==> src/rtl/core/wcp_pkg.sv <==
// shared types and constants for the wave chunk parser
package wcp_pkg;

  localparam logic [2:0] PH_HEADER   = 3'd0;
  localparam logic [2:0] PH_RIFFTYPE = 3'd1;
  localparam logic [2:0] PH_FMT      = 3'd2;
  localparam logic [2:0] PH_DATA     = 3'd3;
  localparam logic [2:0] PH_SKIP     = 3'd4;
  localparam logic [2:0] PH_PAD      = 3'd5;
  localparam logic [2:0] PH_FINISH   = 3'd6;
  localparam logic [2:0] PH_DONE     = 3'd7;

  localparam logic [31:0] TAG_RIFF = 32'h4646_4952;
  localparam logic [31:0] TAG_WAVE = 32'h4556_4157;
  localparam logic [31:0] TAG_FMT  = 32'h2074_6D66;
  localparam logic [31:0] TAG_DATA = 32'h6174_6164;

  localparam logic [1:0] KIND_SAMPLE   = 2'd0;
  localparam logic [1:0] KIND_FORMAT   = 2'd1;
  localparam logic [1:0] KIND_COMPLETE = 2'd2;
  localparam logic [1:0] KIND_ERROR    = 2'd3;

  localparam logic [3:0] ERR_SHORT_HEADER = 4'd0;
  localparam logic [3:0] ERR_SHORT_TYPE   = 4'd1;
  localparam logic [3:0] ERR_NOT_WAVE     = 4'd2;
  localparam logic [3:0] ERR_SHORT_FMT    = 4'd3;
  localparam logic [3:0] ERR_SHORT_DATA   = 4'd4;
  localparam logic [3:0] ERR_NO_RIFF      = 4'd5;
  localparam logic [3:0] ERR_NO_FMT       = 4'd6;
  localparam logic [3:0] ERR_NO_DATA      = 4'd7;
  localparam logic [3:0] ERR_WIDTH        = 4'd8;
  localparam logic [3:0] ERR_ORDER        = 4'd9;

  localparam logic [1:0] SEL_ALL  = 2'd0;
  localparam logic [1:0] SEL_LEFT = 2'd1;

  localparam int TDATA_W = 88;

  typedef struct packed {
    logic [2:0]  phase;
    logic [31:0] byte_index;
    logic [31:0] chunk_tag;
    logic [31:0] chunk_length;
    logic        riff_seen;
    logic        fmt_seen;
    logic        data_seen;
    logic [15:0] num_channels;
    logic [15:0] bits_each;
    logic [31:0] rate_value;
    logic [7:0]  pending_low_byte;
    logic        frame_position;
  } state_t;

  typedef struct packed {
    logic        valid;
    logic [1:0]  kind;
    logic [15:0] sample;
    logic [15:0] channels;
    logic [15:0] sample_bits;
    logic [31:0] rate_hz;
    logic [3:0]  error_code;
  } result_t;

endpackage

==> src/rtl/core/wav_chunk_parser_channel_select.sv <==
// riff/wave byte stream parser with stereo channel selection, top level
// an accepted input word is registered in the input stage, then its result word in the m_tdata register
// throughput: one byte word per cycle while m_tready does not stall the result register; the parse state
// updates in the same cycle as each registered word moves into the result register
// reset (rst, synchronous): parser back to chunk header, flags and format cleared,
// channel_select 0, both stages empty
module wav_chunk_parser_channel_select_core (
  input  logic        clk,
  input  logic        rst,
  input  logic        s_tvalid,
  output logic        s_tready,
  input  logic [7:0]  s_tdata,   // data_byte
  input  logic        s_tuser,   // action
  output logic        m_tvalid,
  input  logic        m_tready,
  output logic [wcp_pkg::TDATA_W-1:0] m_tdata, // sample, channels, sample_bits, rate_hz,
                                                // error_code, zero pad
  output logic [1:0]  m_tuser,   // kind
  input  logic        cfg_valid,
  output logic        cfg_ready,
  input  logic [1:0]  cfg_data
);
  import wcp_pkg::*;

  logic [1:0] channel_select;
  logic       in_valid;
  logic       in_action;
  logic [7:0] in_byte;
  logic       advance;
  state_t     parse_state;
  state_t     parse_state_next;
  result_t    res;

  assign cfg_ready = 1'b1;
  assign advance = in_valid && (!m_tvalid || m_tready);
  assign s_tready = !in_valid || advance;

  always_ff @(posedge clk) begin
    if (rst) begin
      channel_select <= '0;
    end else if (cfg_valid) begin
      channel_select <= cfg_data;
    end
  end

  always_ff @(posedge clk) begin
    if (rst) begin
      in_valid <= 1'b0;
    end else if (s_tready) begin
      in_valid <= s_tvalid;
    end
  end

  always_ff @(posedge clk) begin
    if (s_tvalid && s_tready) begin
      in_action <= s_tuser;
      in_byte <= s_tdata;
    end
  end

  wcp_step u_step (
    .channel_select (channel_select),
    .action         (in_action),
    .data_byte      (in_byte),
    .cur            (parse_state),
    .nxt            (parse_state_next),
    .res            (res)
  );

  // all-zero state is the header phase
  always_ff @(posedge clk) begin
    if (rst) begin
      parse_state <= '0;
    end else if (advance) begin
      parse_state <= parse_state_next;
    end
  end

  always_ff @(posedge clk) begin
    if (rst) begin
      m_tvalid <= 1'b0;
    end else if (advance) begin
      m_tvalid <= res.valid;
    end else if (m_tready) begin
      m_tvalid <= 1'b0;
    end
  end

  always_ff @(posedge clk) begin
    if (advance) begin
      m_tuser <= res.kind;
      m_tdata <= {4'd0, res.error_code, res.rate_hz, res.sample_bits,
                  res.channels, res.sample};
    end
  end

  a_done_holds: assert property (@(posedge clk) disable iff (rst)
    parse_state.phase == PH_DONE |=> parse_state.phase == PH_DONE)
    else $error("parser left the halted phase");

  a_final_halts: assert property (@(posedge clk) disable iff (rst)
    m_tvalid && (m_tuser == KIND_ERROR || m_tuser == KIND_COMPLETE)
    |-> parse_state.phase == PH_DONE)
    else $error("error or completion word without halt");

  a_finish_seen: assert property (@(posedge clk) disable iff (rst)
    parse_state.phase == PH_FINISH
    |-> parse_state.riff_seen && parse_state.fmt_seen && parse_state.data_seen)
    else $error("finish phase before all chunks seen");

endmodule

==> src/rtl/core/wcp_step.sv <==
// next-state and result logic for one file word
module wcp_step (
  input  logic [1:0]      channel_select,
  input  logic            action,
  input  logic [7:0]      data_byte,
  input  wcp_pkg::state_t cur,
  output wcp_pkg::state_t nxt,
  output wcp_pkg::result_t res
);
  import wcp_pkg::*;

  logic [31:0] idx_n;
  logic [4:0]  shamt;
  logic [31:0] byte_shifted;
  logic [31:0] tag_ins;
  logic [31:0] len_ins;
  logic        selecting;
  logic        want;
  logic        have;
  logic [15:0] smp;

  function automatic result_t err_res(input logic [3:0] code);
    result_t r;
    r = '0;
    r.valid = 1'b1;
    r.kind = KIND_ERROR;
    r.error_code = code;
    return r;
  endfunction

  function automatic result_t done_res();
    result_t r;
    r = '0;
    r.valid = 1'b1;
    r.kind = KIND_COMPLETE;
    return r;
  endfunction

  function automatic result_t final_res(input state_t s);
    result_t r;
    if (!s.riff_seen) begin
      r = err_res(ERR_NO_RIFF);
    end else if (!s.fmt_seen) begin
      r = err_res(ERR_NO_FMT);
    end else if (!s.data_seen) begin
      r = err_res(ERR_NO_DATA);
    end else begin
      r = done_res();
    end
    return r;
  endfunction

  assign idx_n = cur.byte_index + 32'd1;
  assign shamt = {cur.byte_index[1:0], 3'b000};
  assign byte_shifted = {24'd0, data_byte} << shamt;
  assign tag_ins = cur.chunk_tag | byte_shifted;
  assign len_ins = cur.chunk_length | byte_shifted;
  assign selecting = (cur.num_channels == 16'd2) && (channel_select != SEL_ALL);
  assign want = (channel_select != SEL_LEFT);

  always_comb begin
    nxt = cur;
    res = '0;
    have = 1'b0;
    smp = '0;
    if (cur.phase == PH_DONE) begin
      nxt = cur;
    end else if (action) begin
      // end of file
      nxt.phase = PH_DONE;
      case (cur.phase)
        PH_HEADER: begin
          res = (cur.byte_index == 32'd0) ? final_res(cur) : err_res(ERR_SHORT_HEADER);
        end
        PH_RIFFTYPE: res = err_res(ERR_SHORT_TYPE);
        PH_FMT: begin
          res = (cur.byte_index < 32'd16) ? err_res(ERR_SHORT_FMT) : final_res(cur);
        end
        PH_DATA:   res = err_res(ERR_SHORT_DATA);
        PH_FINISH: res = done_res();
        default:   res = final_res(cur);
      endcase
    end else begin
      case (cur.phase)
        PH_HEADER: begin
          nxt.byte_index = idx_n;
          if (cur.byte_index < 32'd4) begin
            nxt.chunk_tag = tag_ins;
          end else begin
            nxt.chunk_length = len_ins;
          end
          if (cur.byte_index == 32'd7) begin
            nxt.byte_index = '0;
            if (cur.chunk_tag == TAG_RIFF) begin
              nxt.chunk_tag = '0;
              nxt.phase = PH_RIFFTYPE;
            end else if (cur.chunk_tag == TAG_FMT) begin
              nxt.phase = PH_FMT;
            end else if (cur.chunk_tag == TAG_DATA) begin
              if (!cur.fmt_seen) begin
                nxt.phase = PH_DONE;
                res = err_res(ERR_ORDER);
              end else if (selecting && cur.bits_each != 16'd8
                           && cur.bits_each != 16'd16) begin
                nxt.phase = PH_DONE;
                res = err_res(ERR_WIDTH);
              end else begin
                nxt.frame_position = 1'b0;
                nxt.pending_low_byte = '0;
                if (len_ins == 32'd0) begin
                  nxt.data_seen = 1'b1;
                  if (cur.riff_seen) begin
                    nxt.phase = PH_DONE;
                    res = done_res();
                  end else begin
                    nxt.phase = PH_HEADER;
                    nxt.chunk_tag = '0;
                    nxt.chunk_length = '0;
                  end
                end else begin
                  nxt.phase = PH_DATA;
                end
              end
            end else if (len_ins == 32'd0) begin
              nxt.chunk_tag = '0;
              nxt.chunk_length = '0;
            end else begin
              nxt.phase = PH_SKIP;
            end
          end
        end
        PH_RIFFTYPE: begin
          nxt.chunk_tag = tag_ins;
          nxt.byte_index = idx_n;
          if (cur.byte_index == 32'd3) begin
            if (tag_ins != TAG_WAVE) begin
              nxt.phase = PH_DONE;
              res = err_res(ERR_NOT_WAVE);
            end else begin
              nxt.riff_seen = 1'b1;
              if (cur.fmt_seen && cur.data_seen) begin
                nxt.phase = PH_DONE;
                res = done_res();
              end else begin
                nxt.phase = PH_HEADER;
                nxt.byte_index = '0;
                nxt.chunk_tag = '0;
                nxt.chunk_length = '0;
              end
            end
          end
        end
        PH_FMT: begin
          case (cur.byte_index)
            32'd2:  nxt.num_channels[7:0] = data_byte;
            32'd3:  nxt.num_channels[15:8] = data_byte;
            32'd4:  nxt.rate_value[7:0] = data_byte;
            32'd5:  nxt.rate_value[15:8] = data_byte;
            32'd6:  nxt.rate_value[23:16] = data_byte;
            32'd7:  nxt.rate_value[31:24] = data_byte;
            32'd14: nxt.bits_each[7:0] = data_byte;
            32'd15: nxt.bits_each[15:8] = data_byte;
            default: ;
          endcase
          nxt.byte_index = idx_n;
          if (idx_n == 32'd16) begin
            nxt.fmt_seen = 1'b1;
            res.valid = 1'b1;
            res.kind = KIND_FORMAT;
            res.channels = nxt.num_channels;
            res.sample_bits = nxt.bits_each;
            res.rate_hz = nxt.rate_value;
            if (cur.chunk_length <= 32'd16) begin
              nxt.phase = PH_HEADER;
              nxt.byte_index = '0;
              nxt.chunk_tag = '0;
              nxt.chunk_length = '0;
            end
          end else if (idx_n > 32'd16 && idx_n == cur.chunk_length) begin
            if (cur.chunk_length[0]) begin
              nxt.phase = PH_PAD;
            end else begin
              nxt.phase = PH_HEADER;
              nxt.byte_index = '0;
              nxt.chunk_tag = '0;
              nxt.chunk_length = '0;
            end
          end
        end
        PH_DATA: begin
          if (cur.bits_each == 16'd8) begin
            smp = {8'd0, data_byte};
            have = 1'b1;
          end else if (!cur.byte_index[0]) begin
            nxt.pending_low_byte = data_byte;
          end else begin
            smp = {data_byte, cur.pending_low_byte};
            have = 1'b1;
          end
          if (have) begin
            nxt.frame_position = ~cur.frame_position;
            if (!selecting || cur.frame_position == want) begin
              res.valid = 1'b1;
              res.kind = KIND_SAMPLE;
              res.sample = smp;
            end
          end
          nxt.byte_index = idx_n;
          if (idx_n == cur.chunk_length) begin
            nxt.data_seen = 1'b1;
            if (cur.riff_seen && cur.fmt_seen) begin
              // completion goes out with the next word when a sample is out now
              if (res.valid) begin
                nxt.phase = PH_FINISH;
              end else begin
                nxt.phase = PH_DONE;
                res = done_res();
              end
            end else if (cur.chunk_length[0]) begin
              nxt.phase = PH_PAD;
            end else begin
              nxt.phase = PH_HEADER;
              nxt.byte_index = '0;
              nxt.chunk_tag = '0;
              nxt.chunk_length = '0;
            end
          end
        end
        PH_SKIP: begin
          nxt.byte_index = idx_n;
          if (idx_n == cur.chunk_length) begin
            if (cur.chunk_length[0]) begin
              nxt.phase = PH_PAD;
            end else begin
              nxt.phase = PH_HEADER;
              nxt.byte_index = '0;
              nxt.chunk_tag = '0;
              nxt.chunk_length = '0;
            end
          end
        end
        PH_PAD: begin
          nxt.phase = PH_HEADER;
          nxt.byte_index = '0;
          nxt.chunk_tag = '0;
          nxt.chunk_length = '0;
        end
        default: begin
          nxt.phase = PH_DONE;
          res = done_res();
        end
      endcase
    end
  end

endmodule
==> config.mk <==
export PLATFORM = sky130hd
export DESIGN_NAME = wav_chunk_parser_channel_select_core
export DESIGN_NICKNAME = d
export VERILOG_FILES = /design/src/rtl/core/wcp_pkg.sv /design/src/rtl/core/wav_chunk_parser_channel_select.sv /design/src/rtl/core/wcp_step.sv
export SDC_FILE = /design/constraint.sdc
export NUM_CORES = 1
export LEC_CHECK = 0
export ABC_CLOCK_PERIOD_IN_PS = 5200
export BUFFER_PORTS_ARGS = -buffer_cell sky130_fd_sc_hd__buf_2
export CORE_MARGIN = 3
export CORE_UTILIZATION = 55
export DETAILED_ROUTE_END_ITERATION = 10
export GPL_ROUTABILITY_DRIVEN = 0
export HOLD_SLACK_MARGIN = 0.02
export PLACE_DENSITY = 0.72
export SYNTH_ARGS = -nofsm -noshare
export SYNTH_HDL_FRONTEND = slang
export SYNTH_HIERARCHICAL = 1
export SYNTH_SLANG_ARGS = --single-unit
==> constraint.sdc <==
create_clock -name clk -period 5.2 [get_ports clk]
set_input_delay 0.26 -clock clk [delete_from_list [all_inputs] [get_ports clk]]
set_output_delay 0.26 -clock clk [all_outputs]
set_load 0.02 [all_outputs]
==> impl_metrics.yaml <==
critical_path:
  cp.arrival_ns: 5.06
  r2r-start: "parse_state[150]"
  endpoint_kind: "flip-flop"
  crit_path_start: "parse_state[150]"
  ff2ff_setup_slack_ns: 0.58
  r2r_end: "parse_state[123]"
  start_kind: "flip-flop"
  cp.required_ns: 5.64
  worstSetupPathType: "reg2reg"
  r2r_cells: 13
  worstPathMaxFanout: 31
job:
  cap_violations: 0
sta:
  setup_viol: 0
  min_period_ns: 4.62
  skew_ns: 0.0198
  fmax_mhz: 216
  setup_tns_ns: 0
  drv_slew: 0
  max_slew.worst_pin.slew_ns: 1.04
  rsz0062_at_grt: "false"
  hold_viol_final: 0
  hold_slack_ns: 0.254
  max_slew_margin_pct: 30.5
  timing.final.crit_share_pct: 88.8
floorplanning:
  die_area_mm2: 0.0348
  die_h_um: 186
  initial_core_util_pct: 56.3
  ios: 109
  rows: 65
  die_x_um: 186
  core_mm2: 0.0318
synthesis:
  synth_edf_count: 95
  yosysUniqueCellTypes: 81
  synthFlopType: "dfxtp_1"
  yosysSeqAreaShare_pct: 35.9
  netlist_area_mm2: 0.0179
  yosysTopAreaCell: "dfxtp_1"
  synth_commonest_cells: "nor2_1 (205), nand2b_1 (183), dfxtp_1 (179)"
  syn_inst: 2025
  synth_area_per_cell_um2: 8.84
  synth_warnings: 6
  synth.top_cells.by_area: "dfxtp_1 (20%), edfxtp_1 (16%), nand4b_1 (8.7%)"
  synthArstFlopShare_pct: 0
  netlist.area_leader.share_pct: 20.0
  ys_seq_elements: 274
  yosysMostFrequentCell: "nor2_1"
pwr:
  vdd_drop_max_uv: 236
  p_leak_nw: 6.53
  total_power_w: 0.00501
  power.density_mw_per_mm2: 256
min_path:
  hold_path_depth: 2
  hold-path-endpoint: "m_tvalid"
  hp-class: "in2reg"
  hp-start: "rst"
grt:
  overflow: 0
  antenna_found_initial: 0
  grt_max_degree: 183
  first_global_vias: 14900
  grtUsageTotal_pct: 27.3
  grt_pass1_wl_mm: 80.6
finish:
  syn2layout_area_growth_pct: 9.01
  fin_cells: 2469
  drive_gt1_share_pct: 20.3
  antenna_cells: 0
  final_nets: 2031
route:
  met2_length_mm: 23.1
  met3_length_mm: 4.18
  antenna_left: 0
  first_iter_violations: 1721
  routed_wl_mm: 50.3
  topRoutingLayerUsed: "met4"
  via_count: 15900
  drc: 0
  via_per_inst: 6.44
  first_pass_iters: 6
  wl_per_cell_um: 20.4
  wl_met1_mm: 21.5
clock_network:
  clk_pin_slew_worst_paths_ns: 0.06
  cts_resized: 0
  clock_latency_ns: 0.57
  cts_tree: "yes"
  cts_buffers: 31
  cts_sinks: 274
  post_cts_buffers: 0
  cts-root-buf: "clkbuf_16"
  htree_levels: 1
  cts.path.max_buffers: 3
placed_design:
  port_buffers: 103
  place_inst: 2396
  dp_hpwl_mm: 31.3
outcome:
  status: "completed"
-- metrics by stage --
| step | setup slack (ns) | cell area, um2 | util (%) |
|---|---|---|---|
| after floorplan | 1.14 | 17900 | - |
| after global placement | 0.709 | 18300 | 57.7 |
| after detailed placement | 0.734 | 18300 | 57.7 |
| after CTS | 0.671 | 19500 | 61.4 |
| after global routing | 0.393 | 19500 | 61.4 |
| final | 0.581 | 19500 | 61.4 |
-- power by group --
group | leakage [nW] | switching (W) | internal (W)
Clock | 0.507 | 0.000926 | 0.00130
Sequential | 2.32 | 0.0000468 | 0.00226
Combinational | 3.71 | 0.000330 | 0.000150
Total | 6.53 | 0.00130 | 0.00371
-- how the worst max path moves through the flow --
| stage | endpoint | depth (start not counted) |
|---|---|---|
| after detailed placement | parse_state[98] | 13 |
| after global routing | parse_state[119] | 13 |
| after CTS | parse_state[123] | 13 |
| after floorplan | parse_state[139] | 17 |
| after global placement | parse_state[107] | 13 |
| final | parse_state[123] | 13 |
-- flip-flops by register name, summed over array words and instances (netlist names) --
signal,flops
m_tvalid,1
in_action,1
m_tdata,84
m_tuser,2
parse_state,175
in_byte,8
channel_select,2
in_valid,1
-- kinds of logic (layout without fill, tap and decap cells) --
logic type	count (synthesis)	in the layout	share of synthesized area, %
AO/OA/AOI/OAI	393	393	15.0
XOR/XNOR	79	79	4.02
adder cells (fa/ha/maj)	6	6	0.419
buffers and inverters	230	236	6.15
flip-flops	274	274	35.9
multiplexers	137	137	8.10
other	2	5	0.0419
AND/OR/NAND/NOR	904	904	30.4
-- repair_timing --
action,4_1_cts,5_1_grt
setup endpoints to repair,0,0
endpoints found under the hold margin,12,0
hold buffers,15,0
-- critical path, cell delays in order, from the launching register on --
cell and delay, ns:
dfxtp_1 0.66, nand3_1 0.34, nor4_1 0.72, or3b_2 0.24, o2111ai_1 0.15, a211oi_1 0.24, nand4_1 0.14, or4_4 0.66
o211a_4 0.33, nor4_4 0.25, buf_4 0.41, nor2_1 0.12, nand4b_1 0.14, o21ai_2 0.07
-- final cells by class --
cell class / count / area (um2)
repair buffers: 160 / 1020
fillers: 2704 / 12300
clock buffers: 32 / 790
well taps: 435 / 544
multi-input cells: 1524 / 10400
inverters: 18 / 67.6
flip-flops and latches: 274 / 6440
clock inverters: 26 / 244
-- cells in the final DEF (no fill, tap or decap), types with 6 or more instances in the layout --
cell type      instances
buf_2                102
a22oi_1                8
o21ai_1               40
nand2b_1             181
nand2_1               90
xor2_1                25
nor4_1                33
a21oi_1               43
o21ai_2              100
ha_1                   6
nor2_1               205
xnor2_1               52
a22o_1                 8
inv_1                 17
nand3_1               31
nor2b_1               10
dfxtp_1              178
clkinv_2               7
or3_1                 13
clkinv_1               8
a211oi_1              10
and3_1                17
nor2_2                21
and2_1                20
clkbuf_16             31
edfxtp_1              95
nand4_1               32
dlygate4sd3_1         15
nor3_1                34
mux2i_1               73
nand4b_1             178
a31oi_1               61
o21ai_0               73
mux2_2                64
a21o_1                 6
buf_4                 39
-- metal layers --
metal,vias to the layer above,global-route usage [%]
met5,-,0
met4,0,8.03
li1,7334,-
met2,774,44.2
met3,115,4.40
met1,7686,38.0
Note: power is estimated with default switching activity, not from simulation.
